## src/hdl/fpu_pkg.sv

```systemverilog
// ---------------------------------------------------------------------------
// fpu_pkg
// Shared types and constants of the binary32 add/sub/mul/div unit.
// ---------------------------------------------------------------------------
`default_nettype none

package fpu_pkg;

  // operation codes
  typedef enum logic [1:0] {
    OP_ADD = 2'd0,
    OP_SUB = 2'd1,
    OP_MUL = 2'd2,
    OP_DIV = 2'd3
  } op_t;

  // controller states
  typedef enum logic [2:0] {
    ST_IDLE  = 3'd0,
    ST_SETUP = 3'd1,
    ST_ITER  = 3'd2,
    ST_NORM  = 3'd3,
    ST_ROUND = 3'd4,
    ST_OUT   = 3'd5
  } state_t;

  localparam logic [31:0] QNAN     = 32'h7FC0_0000;
  localparam logic [31:0] POS_INF  = 32'h7F80_0000;
  localparam int          DIV_BITS = 29;
  localparam int          WIDE     = 56;

  // controller to datapath commands
  typedef struct packed {
    logic load;
    logic setup;
    logic iter;
    logic norm;
    logic round;
  } dp_cmd_t;

  // datapath to controller status
  typedef struct packed {
    logic special;
    logic is_div;
    logic iter_done;
    logic norm_done;
  } dp_sts_t;

endpackage : fpu_pkg

`default_nettype wire

```

## src/hdl/fpu_if.sv

```systemverilog
// ---------------------------------------------------------------------------
// fpu_req_if / fpu_rsp_if
// Valid/ready channels carrying request and result beats.
// ---------------------------------------------------------------------------
`default_nettype none

interface fpu_req_if;
  logic        valid;
  logic        ready;
  logic [1:0]  req_type;
  logic [31:0] operand_a;
  logic [31:0] operand_b;
  modport source (output valid, req_type, operand_a, operand_b, input ready);
  modport sink   (input valid, req_type, operand_a, operand_b, output ready);
endinterface : fpu_req_if

interface fpu_rsp_if;
  logic        valid;
  logic        ready;
  logic [31:0] result_bits;
  modport source (output valid, result_bits, input ready);
  modport sink   (input valid, result_bits, output ready);
endinterface : fpu_rsp_if

`default_nettype wire

```

## src/hdl/fp32_add_sub_mul_div_unit.sv

```systemverilog
// ---------------------------------------------------------------------------
// fp32_add_sub_mul_div_unit
// Binary32 add, subtract, multiply and divide, round to nearest even, FTZ.
// ---------------------------------------------------------------------------
// One request beat at a time. Add and subtract pass through idle, setup,
// normalise in steps of up to eight bits, round and result (the long case is
// deep cancellation); multiply follows the same path, and special operands or
// exact cancellation go from setup straight to the result. Divide runs a
// restoring loop, one quotient bit a cycle for 29 bits, then normalises and
// rounds. The result is held until the result beat is taken, then the next
// request is accepted.
`default_nettype none

module fp32_add_sub_mul_div_unit import fpu_pkg::*; (
  input wire logic clk,
  input wire logic rst_n,
  fpu_req_if.sink   in_ch,
  fpu_rsp_if.source out_ch
);

  dp_cmd_t cmd;
  dp_sts_t sts;

  // sequencer
  fpu_ctrl u_ctrl (
    .clk       (clk),
    .rst_n     (rst_n),
    .in_valid  (in_ch.valid),
    .in_ready  (in_ch.ready),
    .out_valid (out_ch.valid),
    .out_ready (out_ch.ready),
    .cmd       (cmd),
    .sts       (sts)
  );

  // arithmetic
  fpu_dp u_dp (
    .clk         (clk),
    .cmd         (cmd),
    .sts         (sts),
    .req_type    (in_ch.req_type),
    .operand_a   (in_ch.operand_a),
    .operand_b   (in_ch.operand_b),
    .result_bits (out_ch.result_bits)
  );

  // a request is never accepted while a result waits
  a_no_overlap: assert property (@(posedge clk) disable iff (!rst_n)
    !(in_ch.ready && out_ch.valid)) else $error("accept during result");

  // result stays while stalled
  a_hold: assert property (@(posedge clk) disable iff (!rst_n)
    out_ch.valid && !out_ch.ready |=> out_ch.valid && $stable(out_ch.result_bits))
    else $error("result dropped");

  // a taken result frees the input
  a_free: assert property (@(posedge clk) disable iff (!rst_n)
    out_ch.valid && out_ch.ready |=> in_ch.ready) else $error("no return to idle");

endmodule : fp32_add_sub_mul_div_unit

`default_nettype wire

```

## src/hdl/fpu_ctrl.sv

```systemverilog
// ---------------------------------------------------------------------------
// fpu_ctrl
// Sequencer: load, setup, divide iterations, normalise, round, result.
// ---------------------------------------------------------------------------
`default_nettype none

module fpu_ctrl import fpu_pkg::*; (
  input  wire logic    clk,
  input  wire logic    rst_n,
  input  wire logic    in_valid,
  output logic         in_ready,
  output logic         out_valid,
  input  wire logic    out_ready,
  output dp_cmd_t      cmd,
  input  wire dp_sts_t sts
);

  state_t state_r, state_nxt;

  // state register
  always_ff @(posedge clk) begin
    if (!rst_n) state_r <= ST_IDLE;
    else        state_r <= state_nxt;
  end

  // next state and commands
  always_comb begin
    state_nxt = state_r;
    cmd       = '0;
    in_ready  = 1'b0;
    out_valid = 1'b0;
    unique case (state_r)
      ST_IDLE: begin
        in_ready = 1'b1;
        if (in_valid) begin
          cmd.load  = 1'b1;
          state_nxt = ST_SETUP;
        end
      end
      ST_SETUP: begin
        cmd.setup = 1'b1;
        if (sts.special)     state_nxt = ST_OUT;
        else if (sts.is_div) state_nxt = ST_ITER;
        else                 state_nxt = ST_NORM;
      end
      ST_ITER: begin
        cmd.iter = 1'b1;
        if (sts.iter_done) state_nxt = ST_NORM;
      end
      ST_NORM: begin
        cmd.norm = 1'b1;
        if (sts.norm_done) state_nxt = ST_ROUND;
      end
      ST_ROUND: begin
        cmd.round = 1'b1;
        state_nxt = ST_OUT;
      end
      ST_OUT: begin
        out_valid = 1'b1;
        if (out_ready) state_nxt = ST_IDLE;
      end
      default: state_nxt = ST_IDLE;
    endcase
  end

endmodule : fpu_ctrl

`default_nettype wire

```

## src/hdl/fpu_dp.sv

```systemverilog
// ---------------------------------------------------------------------------
// fpu_dp
// Datapath: decode, special cases, align/add, multiply, restoring divide,
// normalise in steps of up to eight bits, round and encode.
// ---------------------------------------------------------------------------
`default_nettype none

module fpu_dp import fpu_pkg::*; (
  input  wire logic        clk,
  input  wire dp_cmd_t     cmd,
  output dp_sts_t          sts,
  input  wire logic [1:0]  req_type,
  input  wire logic [31:0] operand_a,
  input  wire logic [31:0] operand_b,
  output logic [31:0]      result_bits
);

  logic [1:0]  op_r;
  logic [31:0] a_r, b_r;
  logic [31:0] res_r, res_nxt;
  logic        special_r;
  logic        sign_r;
  logic signed [10:0] exp_r;
  logic [WIDE-1:0] w_r;
  logic [4:0]  lane_r;
  logic [24:0] rem_r;
  logic [23:0] den_r;
  logic [4:0]  cnt_r;

  // operand fields
  logic        sa, sb, sbe;
  logic [7:0]  ea, eb;
  logic [23:0] ma, mb;
  logic        za, zb, ia, ib, na, nb;
  always_comb begin
    sa  = a_r[31];
    sb  = b_r[31];
    sbe = b_r[31] ^ (op_r == OP_SUB);
    ea  = a_r[30:23];
    eb  = b_r[30:23];
    ma  = {1'b1, a_r[22:0]};
    mb  = {1'b1, b_r[22:0]};
    za  = (ea == 8'd0);
    zb  = (eb == 8'd0);
    ia  = (ea == 8'hFF) && (a_r[22:0] == 23'd0);
    ib  = (eb == 8'hFF) && (b_r[22:0] == 23'd0);
    na  = (ea == 8'hFF) && (a_r[22:0] != 23'd0);
    nb  = (eb == 8'hFF) && (b_r[22:0] != 23'd0);
  end

  // special case detection
  logic        spec;
  logic [31:0] spec_val;
  logic        sx;
  always_comb begin
    sx       = sa ^ sb;
    spec     = 1'b1;
    spec_val = QNAN;
    if (na || nb) begin
      spec_val = QNAN;
    end else if (op_r == OP_ADD || op_r == OP_SUB) begin
      if (ia && ib)    spec_val = (sa != sbe) ? QNAN : (POS_INF | {sa, 31'd0});
      else if (ia)     spec_val = POS_INF | {sa, 31'd0};
      else if (ib)     spec_val = POS_INF | {sbe, 31'd0};
      else if (za && zb) spec_val = {sa & sbe, 31'd0};
      else if (za)     spec_val = {sbe, b_r[30:0]};
      else if (zb)     spec_val = a_r;
      else             spec = 1'b0;
    end else if (op_r == OP_MUL) begin
      if ((ia && zb) || (za && ib)) spec_val = QNAN;
      else if (ia || ib)            spec_val = POS_INF | {sx, 31'd0};
      else if (za || zb)            spec_val = {sx, 31'd0};
      else                          spec = 1'b0;
    end else begin
      if ((ia && ib) || (za && zb)) spec_val = QNAN;
      else if (ia || zb)            spec_val = POS_INF | {sx, 31'd0};
      else if (za || ib)            spec_val = {sx, 31'd0};
      else                          spec = 1'b0;
    end
  end

  // add alignment
  logic        swp;
  logic [7:0]  e_big, diff;
  logic [23:0] m_big, m_sml;
  logic        s_big, s_sml;
  logic [WIDE-1:0] big_w, sml_w, sml_sh, add_res;
  logic        sticky, cancel;
  logic        add_sign;
  always_comb begin
    swp   = (eb > ea);
    e_big = swp ? eb : ea;
    diff  = swp ? (eb - ea) : (ea - eb);
    m_big = swp ? mb : ma;
    m_sml = swp ? ma : mb;
    s_big = swp ? sbe : sa;
    s_sml = swp ? sa : sbe;
    big_w = {8'd0, m_big, 24'd0};
    sml_w = {8'd0, m_sml, 24'd0};
    if (diff >= 8'd48) begin
      sml_sh = '0;
      sticky = 1'b1;
    end else begin
      sml_sh = sml_w >> diff;
      sticky = ((sml_sh << diff) != sml_w);
    end
    sml_sh[0] = sml_sh[0] | sticky;
    add_sign  = s_big;
    cancel    = 1'b0;
    if (s_big == s_sml) begin
      add_res = big_w + sml_sh;
    end else if (big_w >= sml_sh) begin
      add_res = big_w - sml_sh;
      cancel  = (add_res == '0);
    end else begin
      add_res  = sml_sh - big_w;
      add_sign = s_sml;
    end
  end

  // mantissa product
  logic [47:0] prod;
  assign prod = ma * mb;

  // normalise: top bit at 23+lane, done in steps of up to 8
  logic [5:0]  top;
  logic        hi, lo;
  logic [WIDE-1:0] w_norm;
  logic signed [10:0] exp_norm;
  always_comb begin
    top      = 6'd23 + {1'b0, lane_r};
    hi       = ((w_r >> (top + 6'd1)) != '0);
    lo       = ((w_r >> top) == '0);
    w_norm   = w_r;
    exp_norm = exp_r;
    if (hi) begin
      w_norm   = (w_r >> 1) | {{(WIDE-1){1'b0}}, w_r[0]};
      exp_norm = exp_r + 11'sd1;
    end else if (lo) begin
      if ((w_r >> (top - 6'd8)) == '0) begin
        w_norm   = w_r << 8;
        exp_norm = exp_r - 11'sd8;
      end else begin
        w_norm   = w_r << 1;
        exp_norm = exp_r - 11'sd1;
      end
    end
  end

  // rounding and encode
  logic [WIDE-1:0] rmask;
  logic        rbit, sbit;
  logic [24:0] m_rnd;
  logic signed [10:0] e_rnd, biased;
  always_comb begin
    rmask  = {{(WIDE-1){1'b0}}, 1'b1} << (lane_r - 5'd1);
    rbit   = ((w_r & rmask) != '0);
    sbit   = ((w_r & (rmask - 1'b1)) != '0);
    m_rnd  = 25'(w_r >> lane_r);
    e_rnd  = exp_r;
    if (rbit && (sbit || m_rnd[0])) begin
      m_rnd = m_rnd + 25'd1;
      if (m_rnd[24]) begin
        m_rnd = m_rnd >> 1;
        e_rnd = exp_r + 11'sd1;
      end
    end
    biased = e_rnd + 11'sd127;
    if (biased >= 11'sd255)   res_nxt = POS_INF | {sign_r, 31'd0};
    else if (biased <= 11'sd0) res_nxt = {sign_r, 31'd0};
    else res_nxt = {sign_r, biased[7:0], m_rnd[22:0]};
  end

  // divide step: restoring, one quotient bit a cycle
  logic [25:0] trial;
  assign trial = {rem_r, 1'b0} - {2'b0, den_r};

  // datapath registers
  always_ff @(posedge clk) begin
    if (cmd.load) begin
      op_r <= req_type;
      a_r  <= operand_a;
      b_r  <= operand_b;
    end
    if (cmd.setup) begin
      // exact cancellation leaves a plain +0
      special_r <= sts.special;
      res_r     <= spec ? spec_val : 32'd0;
      cnt_r     <= '0;
      unique case (op_r)
        OP_MUL: begin
          sign_r <= sx;
          exp_r  <= 11'(ea) + 11'(eb) - 11'sd254;
          w_r    <= WIDE'(prod);
          lane_r <= 5'd23;
        end
        OP_DIV: begin
          sign_r <= sx;
          exp_r  <= 11'(ea) - 11'(eb);
          w_r    <= '0;
          lane_r <= 5'd5;
          rem_r  <= {1'b0, ma};
          den_r  <= mb;
        end
        default: begin
          sign_r <= add_sign;
          exp_r  <= 11'(e_big) - 11'sd127;
          w_r    <= add_res;
          lane_r <= 5'd24;
        end
      endcase
    end
    if (cmd.iter) begin
      // quotient of ma*2^28/mb: first bit from rem, then 28 shifts
      if (cnt_r == 5'd0) begin
        if (rem_r >= {1'b0, den_r}) begin
          w_r   <= WIDE'(1);
          rem_r <= rem_r - {1'b0, den_r};
        end
      end else if (!trial[25]) begin
        w_r   <= {w_r[WIDE-2:0], 1'b1};
        rem_r <= trial[24:0];
      end else begin
        w_r   <= {w_r[WIDE-2:0], 1'b0};
        rem_r <= {rem_r[23:0], 1'b0};
      end
      cnt_r <= cnt_r + 5'd1;
    end
    if (cmd.norm) begin
      if (cnt_r == 5'(DIV_BITS) && rem_r != '0) begin
        w_r <= w_norm | WIDE'(1);
      end else begin
        w_r <= w_norm;
      end
      cnt_r    <= '0;
      exp_r    <= exp_norm;
    end
    if (cmd.round) res_r <= res_nxt;
  end

  assign sts.special   = spec || (op_r != OP_MUL && op_r != OP_DIV && cancel);
  assign sts.is_div    = (op_r == OP_DIV);
  assign sts.iter_done = (cnt_r == 5'(DIV_BITS - 1));
  assign sts.norm_done = !hi && !lo && !(cnt_r == 5'(DIV_BITS));
  assign result_bits   = special_r ? res_r : res_r;

endmodule : fpu_dp

`default_nettype wire

```

## src/flat_wrapper.sv

```systemverilog
// flat-port wrapper written by rule: the top's interface ports become plain ports
module fp32_add_sub_mul_div_unit_flat import fpu_pkg::*;
  (clk, rst_n, in_ch_valid, in_ch_req_type, in_ch_operand_a, in_ch_operand_b, in_ch_ready, out_ch_valid, out_ch_result_bits, out_ch_ready);
  fpu_req_if in_ch_i ();
  fpu_rsp_if out_ch_i ();
  input wire logic clk;
  input wire logic rst_n;
  input wire logic [$bits(in_ch_i.valid)-1:0] in_ch_valid;
  input wire logic [$bits(in_ch_i.req_type)-1:0] in_ch_req_type;
  input wire logic [$bits(in_ch_i.operand_a)-1:0] in_ch_operand_a;
  input wire logic [$bits(in_ch_i.operand_b)-1:0] in_ch_operand_b;
  output wire logic [$bits(in_ch_i.ready)-1:0] in_ch_ready;
  output wire logic [$bits(out_ch_i.valid)-1:0] out_ch_valid;
  output wire logic [$bits(out_ch_i.result_bits)-1:0] out_ch_result_bits;
  input wire logic [$bits(out_ch_i.ready)-1:0] out_ch_ready;
  assign in_ch_i.valid = in_ch_valid;
  assign in_ch_i.req_type = in_ch_req_type;
  assign in_ch_i.operand_a = in_ch_operand_a;
  assign in_ch_i.operand_b = in_ch_operand_b;
  assign in_ch_ready = in_ch_i.ready;
  assign out_ch_valid = out_ch_i.valid;
  assign out_ch_result_bits = out_ch_i.result_bits;
  assign out_ch_i.ready = out_ch_ready;
  fp32_add_sub_mul_div_unit u_core (.clk(clk), .rst_n(rst_n), .in_ch(in_ch_i), .out_ch(out_ch_i));
endmodule
```

## config.mk

```make
export PLATFORM = sky130hd
export DESIGN_NAME = fp32_add_sub_mul_div_unit_flat
export DESIGN_NICKNAME = d
export VERILOG_FILES = /design/src/hdl/fpu_pkg.sv /design/src/hdl/fpu_if.sv /design/src/hdl/fp32_add_sub_mul_div_unit.sv /design/src/hdl/fpu_ctrl.sv /design/src/hdl/fpu_dp.sv /design/src/flat_wrapper.sv
export SDC_FILE = /design/constraint.sdc
export NUM_CORES = 2
export LEC_CHECK = 0
export BUFFER_PORTS_ARGS = -buffer_cell sky130_fd_sc_hd__buf_2
export CORE_MARGIN = 5
export CORE_UTILIZATION = 35
export DETAILED_ROUTE_END_ITERATION = 10
export PLACE_DENSITY = 0.48
export SYNTH_ARGS = -nofsm -noshare
export SYNTH_HDL_FRONTEND = slang
export SYNTH_SLANG_ARGS = --single-unit
export TNS_END_PERCENT = 50
```

## constraint.sdc

```tcl
create_clock -name clk -period 26.1 [get_ports clk]
set_input_delay 1.305 -clock clk [delete_from_list [all_inputs] [get_ports clk]]
set_output_delay 1.305 -clock clk [all_outputs]
set_load 0.01 [all_outputs]
```

Word-level counts from Yosys, hierarchy flattened
Index checks and enable logic that the tools add are counted.
{"block": "op_classes", "addsub": 22, "n_mul": 1, "order_cmp": 6, "n_eq_ne": 23, "shift": 7, "mux": 96, "bitwise_logic": 7, "reduce_logical": 50}
{"operator": "56-bit 2-to-1 mux", "n": 11}
{"operator": "32-bit 2-to-1 mux", "n": 19}
{"operator": "56-bit logical NOT", "n": 3}
{"operator": "56-bit nonzero test", "n": 3}
{"operator": "56-bit by 6-bit >> shifter with 56-bit output", "n": 3}
{"operator": "25-bit 2-to-1 mux", "n": 6}
{"operator": "56-bit AND", "n": 2}
{"operator": "56-bit one-hot mux with 2 select lines", "n": 1}
{"operator": "23-bit 2-to-1 mux", "n": 4}
{"operator": "11-bit 2-to-1 mux", "n": 7}
{"operator": "31-bit 2-to-1 mux", "n": 2}
{"operator": "48-bit by 56-bit adder with 56-bit output", "n": 1}
{"operator": "48-bit by 56-bit >= comparator with 1-bit output", "n": 1}
{"operator": "56-bit by 48-bit != test with 1-bit output", "n": 1}
{"operator": "1-bit by 5-bit left shift with 56-bit output (first input constant)", "n": 1}
{"operator": "56-bit by 8-bit left shift with 56-bit output", "n": 1}
{"operator": "48-bit by 8-bit >> shifter with 56-bit output", "n": 1}
{"operator": "56-bit by 5-bit >> shifter with 25-bit output", "n": 1}
{"operator": "48-bit by 56-bit subtractor with 56-bit output", "n": 1}
{"operator": "56-bit by 1-bit subtractor with 56-bit output (second input constant)", "n": 1}
{"operator": "56-bit by 48-bit subtractor with 56-bit output", "n": 1}
{"operator": "55-bit by 1-bit OR with 55-bit output", "n": 1}
{"operator": "24-bit by 24-bit multiplier with 48-bit output", "n": 1}
{"operator": "23-bit logical NOT", "n": 2}
{"operator": "other kinds (58)", "n": 137}
{"block": "totals", "reg_bits": 227, "in_bits": 70, "output_inout_bits": 34, "word_cells": 225}

Depth between registers and ports, before layout
{"block": "depth", "depth_word": 16, "ltp_mapped": 54, "ltp_nobuf": 47}

By module
From an unflattened synthesis, not the netlist that was laid out.
{"block": "unflattened", "cells_unflattened": 7061, "area_unflattened_um2": 55145.4}
{"module": "fpu_dp", "n_inst": 1, "cells_per_inst": 7025, "area_per_inst_um2": 54892.6, "seq_area_each_um2": 6396.1}
{"module": "fpu_ctrl", "n_inst": 1, "cells_per_inst": 36, "area_per_inst_um2": 252.7, "seq_area_each_um2": 60.1}

Worst setup path after synthesis
No wires, ideal clock.
{"block": "synth_timing", "path_type": "register to register", "from": "register u_core.u_dp.a_r[6]", "to": "register u_core.u_dp.w_r[46] (data pin)", "setup_ns": 0.159, "arrival_ns": 8.978, "required_ns": 25.941, "path_slack_ns": 16.963, "stages_incl_launch_ff": 45, "path_buffers": 3, "period_less_slack_ns": 9.137, "cell_sequence": "edfxtp_1 -> clkbuf_1 -> clkbuf_1 -> clkbuf_1 -> nand2_1 -> fa_1 -> fa_1 -> inv_1 -> fa_1 -> ha_1 -> fa_1 -> inv_1 -> fa_1 -> fa_1 -> inv_1 -> ha_1 -> inv_1 -> a21oi_1 -> (+9 left out) -> o21ai_0 -> a21oi_1 -> nand4_1 -> nand4b_1 -> a21o_1 -> nand4_1 -> o21ai_0 -> o21ai_0 -> a21oi_1 -> a41o_1 -> or3_1 -> nand4_1 -> nand2_1 -> a21o_1 -> a21oi_1 -> xnor2_1 -> o2111ai_1 -> a22oi_1"}
{"block": "synth_via", "elab_chain_len": 15, "word_cells_on_any_way": 21, "classes_between": "add/sub: 3; mul: 1; order compare: 1; eq/ne: 1; shift: 2; mux: 12; bitwise: 1"}
{"item": "from (decl)", "line_no": "fpu_dp.sv:19", "rtl": "logic [31:0] a_r, b_r;"}
{"item": "from (signal assigned)", "line_no": "fpu_dp.sv:182", "rtl": "a_r <= operand_a;"}
{"item": "23-bit 2-to-1 mux", "line_no": "fpu_dp.sv:95", "rtl": "m_sml = swp ? ma : mb;"}
{"item": "48-bit by 8-bit >> shifter with 56-bit output", "line_no": "fpu_dp.sv:104", "rtl": "sml_sh = sml_w >> diff;"}
{"item": "56-bit by 8-bit left shift with 56-bit output", "line_no": "fpu_dp.sv:105", "rtl": "sticky = ((sml_sh << diff) != sml_w);"}
{"item": "56-bit by 48-bit != test with 1-bit output", "line_no": "fpu_dp.sv:105"}
{"item": "1-bit 2-to-1 mux", "line_no": "fpu_dp.sv:100", "rtl": "if (diff >= 8'd48) begin"}
{"item": "1-bit OR", "line_no": "fpu_dp.sv:107", "rtl": "sml_sh[0] = sml_sh[0] | sticky;"}
{"item": "56-bit by 48-bit subtractor with 56-bit output, or another cell as far along", "line_no": "fpu_dp.sv:116", "rtl": "add_res = sml_sh - big_w;"}
{"item": "56-bit 2-to-1 mux", "line_no": "fpu_dp.sv:112", "rtl": "end else if (big_w >= sml_sh) begin"}
{"item": "56-bit 2-to-1 mux", "line_no": "fpu_dp.sv:110", "rtl": "if (s_big == s_sml) begin"}
{"item": "56-bit one-hot mux with 2 select lines (*)", "line_no": "fpu_dp.sv:190", "rtl": "unique case (op_r)"}
{"item": "56-bit 2-to-1 mux (*)", "line_no": "fpu_dp.sv:185", "rtl": "if (cmd.setup) begin"}
{"item": "56-bit 2-to-1 mux", "line_no": "fpu_dp.sv:216", "rtl": "if (rem_r >= {1'b0, den_r}) begin"}
{"item": "56-bit 2-to-1 mux", "line_no": "fpu_dp.sv:215", "rtl": "if (cnt_r == 5'd0) begin"}
{"item": "56-bit 2-to-1 mux (*)", "line_no": "fpu_dp.sv:213", "rtl": "if (cmd.iter) begin"}
{"item": "56-bit 2-to-1 mux (*)", "line_no": "fpu_dp.sv:229", "rtl": "if (cmd.norm) begin"}
{"item": "to (signal assigned)", "line_no": "fpu_dp.sv:221", "rtl": "w_r <= {w_r[WIDE-2:0], 1'b1};"}
{"item": "to (signal assigned)", "line_no": "fpu_dp.sv:231", "rtl": "w_r <= w_norm | WIDE'(1);"}
{"item": "to (signal assigned)", "line_no": "fpu_dp.sv:233", "rtl": "w_r <= w_norm;"}
{"item": "to (decl)", "line_no": "fpu_dp.sv:24", "rtl": "logic [WIDE-1:0] w_r;"}
Mark *: on every way between the ends. The rest lies on a longest branch, timed or not.
A chain may end at the register's enable or synchronous reset.

Final worst setup path
{"block": "layout_timing", "from": "register u_core.u_dp.b_r[23]", "to": "register u_core.u_ctrl.state_r[1]"}
{"block": "layout_via", "elab_chain_len": 15, "word_cells_on_any_way": 55, "classes_between": "add/sub: 3; order compare: 3; eq/ne: 3; shift: 2; mux: 26; bitwise: 1; reduce/logical: 17"}
{"item": "from (decl)", "line_no": "fpu_dp.sv:19"}
{"item": "from (signal assigned)", "line_no": "fpu_dp.sv:183", "rtl": "b_r <= operand_b;"}
{"item": "8-bit subtractor / 8-bit > comparator (equally long branches)", "line_no": "fpu_dp.sv:93, fpu_dp.sv:91"}
{"item": "8-bit 2-to-1 mux / 23-bit 2-to-1 mux (equally long branches)", "line_no": "fpu_dp.sv:93, fpu_dp.sv:95"}
{"item": "48-bit by 8-bit >> shifter with 56-bit output", "line_no": "fpu_dp.sv:104"}
{"item": "56-bit by 8-bit left shift with 56-bit output", "line_no": "fpu_dp.sv:105"}
{"item": "56-bit by 48-bit != test with 1-bit output", "line_no": "fpu_dp.sv:105"}
{"item": "1-bit 2-to-1 mux", "line_no": "fpu_dp.sv:100"}
{"item": "1-bit OR", "line_no": "fpu_dp.sv:107"}
{"item": "48-bit by 56-bit subtractor with 56-bit output", "line_no": "fpu_dp.sv:113", "rtl": "add_res = big_w - sml_sh;"}
{"item": "56-bit logical NOT", "line_no": "fpu_dp.sv:114", "rtl": "cancel = (add_res == '0);"}
{"item": "1-bit 2-to-1 mux", "line_no": "fpu_dp.sv:112"}
{"item": "1-bit 2-to-1 mux", "line_no": "fpu_dp.sv:110"}
{"item": "1-bit logical AND", "line_no": "fpu_dp.sv:241", "rtl": "assign sts.special = spec || (op_r != OP_MUL && op_r != OP_DIV && cancel);"}
{"item": "1-bit logical OR (*)", "line_no": "fpu_dp.sv:241"}
{"item": "3-bit 2-to-1 mux (*)", "line_no": "fpu_ctrl.sv:42", "rtl": "if (sts.special) state_nxt = ST_OUT;"}
{"item": "3-bit one-hot mux with 6 select lines (*)", "line_no": "fpu_ctrl.sv:32", "rtl": "unique case (state_r)"}
{"item": "to (signal assigned)", "line_no": "fpu_ctrl.sv:23", "rtl": "else state_r <= state_nxt;"}
{"item": "to (decl)", "line_no": "fpu_ctrl.sv:18", "rtl": "state_t state_r, state_nxt;"}
Marks and branches as above.

==> flow_summary.toml <==
[run_status]
status = "complete, but fails checks"
violations = "max-capacitance violations, max-slew violations"

[yosys]
syn-num-nets = 8093
synthFlopType = "edfxtp_1"
yosysTopAreaCell = "fa_1"
synth_area_sq_um = 55100
async_flop_share_pct = 0
yosysMostFrequentCell = "nand2_1"
synth_common_cells = "897 x nand2_1, 756 x inv_1, 490 x fa_1"
syn_area_per_cell_sq_um = 7.65
synth_top_area_share_pct = 17.8
yosysWarnings = 0
synth_edf_count = 193
synth_seq_cells = 226
synthCells = 7192
seq_area_frac_synth_pct = 11.7
synthTopCellsByArea = "fa_1 18%, edfxtp_1 11%, ha_1 7.8%, nand2_1 6.1%, inv_1 5.2%"
synthDistinctLibCells = 125

[drt]
drc = 0
vias = 57412
dr.pass1.iters = 8
via_per_inst = 6.32
drt-initial-drc-count = 6615
ant_nets = 0
wirelength_mm = 295
avgRoutedWirePerCell_um = 32.5

[global_route]
antenna_found_initial = 40
grt_max_degree = 126
track_usage_pct = 34.8
grtUsageMet3_pct = 7.09
top_usage_layer = "met2"
grt_util_met2_pct = 52.7
overflow = 0
use_met1_pct = 46.8
grt_pass1_wl_mm = 418
grt_pass1_vias = 55169

[placed_design]
io_buffers = 103
dp_hpwl_mm = 222
place_ws_ns = 13.31
place_inst = 9020
globalplace.congestion = 1.11

[worst_setup_path]
cp_max_fo = 40
cp.required_ns = 26.66
worst_path_max_delay_cell = "o32ai_1"
arrival_ns = 13.77
cp-end-kind = "flip-flop"
cpPeakStageDelay_ns = 1.22
criticalPathCategory = "flip-flop to flip-flop"
critPathLaunchType = "flip-flop"
crit_path_frequent_cell = "nand2_1"

[floorplan]
placement_rows = 145
ios = 104
coreArea_sq_um = 156000
start_util_pct = 35.2
die_y_um = 407
dieArea_sq_um = 165000
die_w_um = 407

[timing]
fmax_ghz = 0.0757
rsz0062_at_grt = "no"
clock_skew_ns = 0.0437
setup_ws_ns = 12.89
post-route-min-period_ns = 13.21
tns_ns = 0
final_max_slew_viol_count = 9
worst_pin_slew_ns = 1.72
finalHoldViolCount = 0
finalSetupViolations = 0
min_period_over_period_pct = 50.6
slew_headroom_pct = -15.5

[flow_run]
cap_viol_max_count = 2

[finish]
final_cells = 9087
syn_to_final_growth_pct = 7.00
fin_nets = 7895
drive_gt1_share_pct = 8.99

[cts]
clock_latency_ns = 0.70
holdBufCountCts = 0
cts_htree_levels = 1
cts_resized = 0
clock_path_buffers = 3
cts_setup_buffers = 0
cts_tree = "yes"
clkTransAtPathRegs_ns = 0.06
cts_buffers = 30
cts-root-buf = "clkbuf_16"
cts_sinks = 226

[worst_hold_path]
hp-class = "flip-flop to flip-flop"
## final timing paths
| path | cells after the start | slack (ns) | endpoint | start |
|---|---|---|---|---|
| max reg2reg | 42 | 12.89 | u_core.u_ctrl.state_r[1] | u_core.u_dp.b_r[23] |
| min reg2reg | 2 | 0.56 | u_core.u_dp.cnt_r[4] | u_core.u_dp.cnt_r[4] |
| min | 2 | 0.56 | u_core.u_dp.cnt_r[4] | u_core.u_dp.cnt_r[4] |
| max | 42 | 12.89 | u_core.u_ctrl.state_r[1] | u_core.u_dp.b_r[23] |
## layout make-up
type	count	area (sq um)
diodes	13	32.5
clock buffers	31	754
clock inverters	23	289
fillers	16582	97500
inverters	765	2870
multi-input cells	5644	43700
flip-flops and latches	226	6460
well taps	2058	2570
repair buffers	327	2220
## cells by family (layout without fill, tap and decap cells)
| kind of cell | count (synthesis) | after routing | share of synthesized area [%] |
|---|---|---|---|
| simple gates | 2437 | 2437 | 21.1 |
| compound gates | 1890 | 1890 | 22.8 |
| buf+inv | 1322 | 1146 | 9.38 |
| fa+ha+maj | 831 | 831 | 25.6 |
| mux | 282 | 282 | 6.17 |
| flops | 226 | 226 | 11.7 |
| xor+xnor | 204 | 204 | 3.25 |
| other cells | 0 | 13 | 0 |
## stage by stage
step	cell area [sq um]	util [%]	hold slack, ns
CTS	58900	37.6	0.556
global placement	57800	37.0	0.537
floorplan	55100	-	0.424
detailed placement	57800	37.0	0.543
finish	58900	37.7	0.557
global route	58900	37.6	0.583
## routing by layer
metal	wire length [um]	share of wire (%)
met1	123000	41
met2	125000	42
met3	27800	9.4
met4	19700	6.7
met5	53	0.018
## registers in the layout, summed over array words and instances (netlist names), 5 cells and up
signal	count
u_core.u_dp.exp_r	11
u_core.u_dp.den_r	23
u_core.u_dp.b_r	32
u_core.u_dp.w_r	56
u_core.u_dp.cnt_r	5
u_core.u_dp.result_bits	32
u_core.u_dp.rem_r	25
u_core.u_dp.a_r	32
## critical path: cells and delay by family (launching register included)
| family | cells | cell delay (ns) |
|---|---|---|
| AO/OA/AOI/OAI | 14 | 4.82 |
| AND/OR/NAND/NOR | 19 | 4.78 |
| buffers and inverters | 6 | 1.89 |
| adder cells (fa/ha/maj) | 3 | 1.00 |
| flip-flops | 1 | 0.52 |
## cells in the final DEF (no fill, tap or decap), types with 131 or more instances in the layout
master / instances
inv_1: 755
mux2i_1: 182
nand2_1: 895
fa_1: 490
nor2_1: 466
edfxtp_1: 193
o21ai_0: 384
ha_1: 339
and2_1: 256
a21oi_1: 476
xnor2_1: 131
buf_4: 222
nand3_1: 188
nor3_1: 165
Power is left out: the tool's default activity adds up to more than one toggle a clock period on the data nets, which glitch-free logic cannot reach.
